===== src/sv/chm_ram.sv =====
`default_nettype none
module chm_ram #(
	parameter int WIDTH = 8,
	parameter int DEPTH = 16
) (
	input  wire logic                     clk,
	input  wire logic                     we,
	input  wire logic [$clog2(DEPTH)-1:0] waddr,
	input  wire logic [WIDTH-1:0]         wdata,
	input  wire logic [$clog2(DEPTH)-1:0] raddr,
	output logic [WIDTH-1:0]              rdata
);
	logic [WIDTH-1:0] mem [DEPTH];
	always_ff @(posedge clk) begin
		if (we) mem[waddr] <= wdata;
		rdata <= mem[raddr];
	end
endmodule
`default_nettype wire


===== config.mk =====
export PLATFORM = sky130hd
export DESIGN_NAME = chm_ram
export DESIGN_NICKNAME = d
export VERILOG_FILES = /design/src/sv/chm_ram.sv
export SDC_FILE = /design/constraint.sdc
export NUM_CORES = 1
export LEC_CHECK = 0
export ABC_AREA = 1
export BUFFER_PORTS_ARGS = -buffer_cell sky130_fd_sc_hd__clkbuf_2
export CAP_MARGIN = 20
export CORE_MARGIN = 5
export CORE_UTILIZATION = 55
export DETAILED_ROUTE_END_ITERATION = 12
export PLACE_DENSITY_LB_ADDON = 0.3
export SYNTH_ARGS = -nofsm -noshare
export SYNTH_HDL_FRONTEND = slang
export SYNTH_SLANG_ARGS = --single-unit

===== constraint.sdc =====
create_clock -name clk -period 1.4 [get_ports clk]
set_input_delay 0.21 -clock clk [delete_from_list [all_inputs] [get_ports clk]]
set_output_delay 0.21 -clock clk [all_outputs]
set_load 0.03 [all_outputs]

Yosys cells after proc, flatten, opt, wreduce, memory -nomap -nowiden:

Memories as Yosys holds them, arrays and structs flattened. A register that Yosys moved wholly into a read port is not among the register bits.
Cells that the tools add are included.

* bits in registers: 0
* bits in writable memories: 128
* bits of input ports: 18
* word-level logic and storage cells: 3
* memories kept: 1

* muxes and demuxes: 2

Memory list
* mem: depth 16, bits a word 8, rd ports 1, clocked after memory_dff 1, write ports 1, line 13 `logic [WIDTH-1:0] mem [DEPTH];`

Operator list (count)
* $mux 1: 2

Logic depth before layout (Yosys ltp):

* word-level depth: 2
* mapped depth: 8
* gate-level depth less buffers: 7

Least setup slack after synthesis:

Ideal clock, no wire load.

* kind: input to register
* from: in waddr[2]
* to: mem mem[10][0], enable pin
* library setup time: 0.370 ns
* arrival: 0.791 ns
* path slack: 0.239 ns
* stages: 2
* path buffers: 0
* cell sequence: nand3b_1 > nor2_1

RTL lines
* from (decl): line 8 `input wire logic [$clog2(DEPTH)-1:0] waddr,`
* to (decl): line 13

Straight into the memory's write port.

Final worst setup path:

* from: reg rdata[1] (read register of mem)
* to: out rdata[1]

RTL lines
* from (decl): line 11 `output logic [WIDTH-1:0] rdata`

No word-level cell between the ends.

==> impl_metrics.csv <==
group,metric,value,unit
outcome,status,"complete, no violations",
cells_and_area,fin_util,0.645,
synth,netlist_top_cells_area,"edfxtp_1 (67%), nand2_1 (11%), nand3_1 (8.4%)",
cells_and_area,antennaDiodeCount,0,
setup_path,critPathTopFamily,"flip-flops",
clocking,cts_resized,0,
sta,worstMarginPinSlew,0.436,ns
setup_path,cp.required,1.19,ns
sta,drv_slew,0,
sta,fmax,773,MHz
synth,synth_most_common_cell,"nand2_1",
die,dieArea,12600,um2
flow_run,cap_violations,0,
global_route,grt_overflow,0,
cells_and_area,nets,614,
drt,vias,3832,
drt,drc,0,
clocking,cts_setup_buffers,0,
synth,syn-num-nets,569,
drt,viasPerCell,5.14,
synth,yosys-top-cells-count,"nand2_1 (173), edfxtp_1 (128), inv_1 (100), nand3_1 (97), nor2_1 (17)",
clocking,cts_num_sinks,136,
synth,yosysTopAreaCell,"edfxtp_1",
synth,synth-seq-area-share,0.694,
synth,async_flop_share,0,
drt,dr.first_iter.drc_count,326,
clocking,clockBufferDepth,2,
hold_path,hp-class,"in -> reg",
drt,routed_wl,12200,um
die,start_util,0.561,
synth,synthFlopType,"edfxtp_1",
synth,synth_cell_types,12,
synth,synth-edff-count,128,
sta,setup_tns,0,ns
global_route,grt_usage,0.206,
setup_path,end_kind,"output pin",
hold_path,hold_start,"raddr[2]",
sta,worst_hold_slack,0.0558,ns
cells_and_area,drive_gt1_frac,0.128,
sta,min_period,1.29,ns
die,die_width,112,um
global_route,grt_pass1_wl,19300,um
setup_path,max_stage_delay,0.35,ns
die,core_area,10300,um2
cells_and_area,synthToLayoutAreaGrowth,15.0,%
sta,setup_viol,0,
die,std_cell_rows,37,
placed_design,gp_congestion,0.850,
global_route,antenna_found_initial,0,
sta,fin_crit_sh,0.924,
setup_path,critPathKind,"reg -> out",
clocking,ctsHoldBuffers,0,
synth,yosysWarnings,0,
clocking,clk_pin_slew,0.06,ns
pwr,cellLeakagePower,2.91,nW
drt,firstDrtPassIters,5,
placed_design,port_buffers,25,
sta,finClkSkew,0.00860,ns
setup_path,cp.arrival,1.08,ns
global_route,grt_max_degree,65,
drt,postRouteAntennaNets,0,
clocking,cts-root-buf,"clkbuf_8",
global_route,grt_pass1_vias,3655,
clocking,clock_latency,0.52,ns
clocking,cts_buffers,17,
die,die_y,112,um
synth,syn_avg_cell_area,10.5,um2
clocking,cts_tree,"yes",
pwr,peakVddDrop,0.705,mV
sta,relSlewSlack,0.709,
sta,rsz0062_at_grt,"no",
pwr,p_per_area,1370,nW/um2
synth,syn_area,5770,um2
synth,synth_seq_cells,136,
synth,synth_top_area_frac,0.667,
setup_path,crit_start,"rdata[1]$_DFF_P_",
sta,finalHoldViolations,0,
setup_path,worstSetupStartpointType,"flip-flop",
setup_path,path_max_fanout,1,
setup_path,regToRegStartpoint,"mem[1][3]$_DFFE_PP_",
die,pin_count,26,
setup_path,cp_num_buf_inv,1,
setup_path,critical-path-slowest-cell,"dfxtp_1",
setup_path,path_cells,"clkbuf_2",
placed_design,dp_hpwl,7610,um
drt,wl_per_cell,16.4,um
synth,syn_inst,551,
clocking,h-tree-depth,4,
## routing by layer
| layer | up-vias | wire length [um] | share of wire | track usage |
|---|---|---|---|---|
| li1 | 1862 | - | - | - |
| met1 | 1813 | 5060 | 0.41 | 0.265 |
| met2 | 138 | 6220 | 0.51 | 0.338 |
| met3 | 19 | 718 | 0.059 | 0.0453 |
| met4 | 0 | 239 | 0.020 | 0.0881 |
| met5 | - | 0 | 0 | 0 |
## where the power goes
| part | switching (mW) | internal (mW) | leakage, nW |
|---|---|---|---|
| sequential | 0.0266 | 4.55 | 1.22 |
| clock | 1.55 | 2.38 | 0.253 |
| combinational | 0.428 | 0.173 | 1.43 |
| total | 2.01 | 7.11 | 2.91 |
## placed cells by master (no fill, tap or decap)
master / synthesis / routed
buf_4: 4 / 23
clkinv_2: 0 / 4
buf_12: 0 / 2
edfxtp_1: 128 / 128
clkbuf_2: 0 / 25
clkbuf_1: 0 / 5
clkinv_1: 0 / 1
clkinv_4: 0 / 1
inv_2: 2 / 2
dfxtp_1: 8 / 8
inv_1: 100 / 100
nor2_1: 17 / 17
bufinv_16: 0 / 1
nand3b_1: 2 / 2
clkbuf_8: 0 / 2
nand3_1: 97 / 97
nand2_1: 173 / 173
clkinvlp_4: 0 / 2
clkbuf_16: 0 / 16
## per-stage QoR
| stage | setup WS, ns | total power, mW | cell area, um2 | std cells |
|---|---|---|---|---|
| finish | 0.106 | 9.11 | 6630 | 745 |
| global route | 0.0886 | 9.42 | 6630 | 745 |
| CTS | 0.0988 | 9.15 | 6630 | 745 |
| detailed placement | 0.107 | 5.27 | 6110 | 713 |
| global placement | 0.136 | 5.25 | 6110 | 713 |
| floorplan | 0.239 | 5.03 | 5770 | 551 |
## final cells by class
| class | instances | area (um2) |
|---|---|---|
| flip-flops and latches | 136 | 4000 |
| fillers | 820 | 3640 |
| multi-input cells | 289 | 1210 |
| clock buffers | 23 | 447 |
| inverters | 102 | 383 |
| repair buffers | 50 | 338 |
| well taps | 136 | 170 |
| clock inverters | 9 | 77.6 |
## logic make-up after synthesis
kind of cell | Yosys count | share of synthesized area
buffers and inverters | 126 | 0.0952
flip-flops | 136 | 0.694
AND/OR/NAND/NOR | 289 | 0.210
## sequential cells by signal (all words and copies together) (netlist names)
register and flops:
rdata 8, mem 128
## final timing paths
check                          end  slack (ns)  cells past startpoint
hold reg to reg   rdata[7]$_DFF_P_        0.66                      6
setup reg to reg  rdata[3]$_DFF_P_        0.34                      6
hold / removal    rdata[3]$_DFF_P_        0.06                      4
setup / recovery          rdata[1]        0.11                      1
Note: power is estimated with default switching activity, not from simulation.
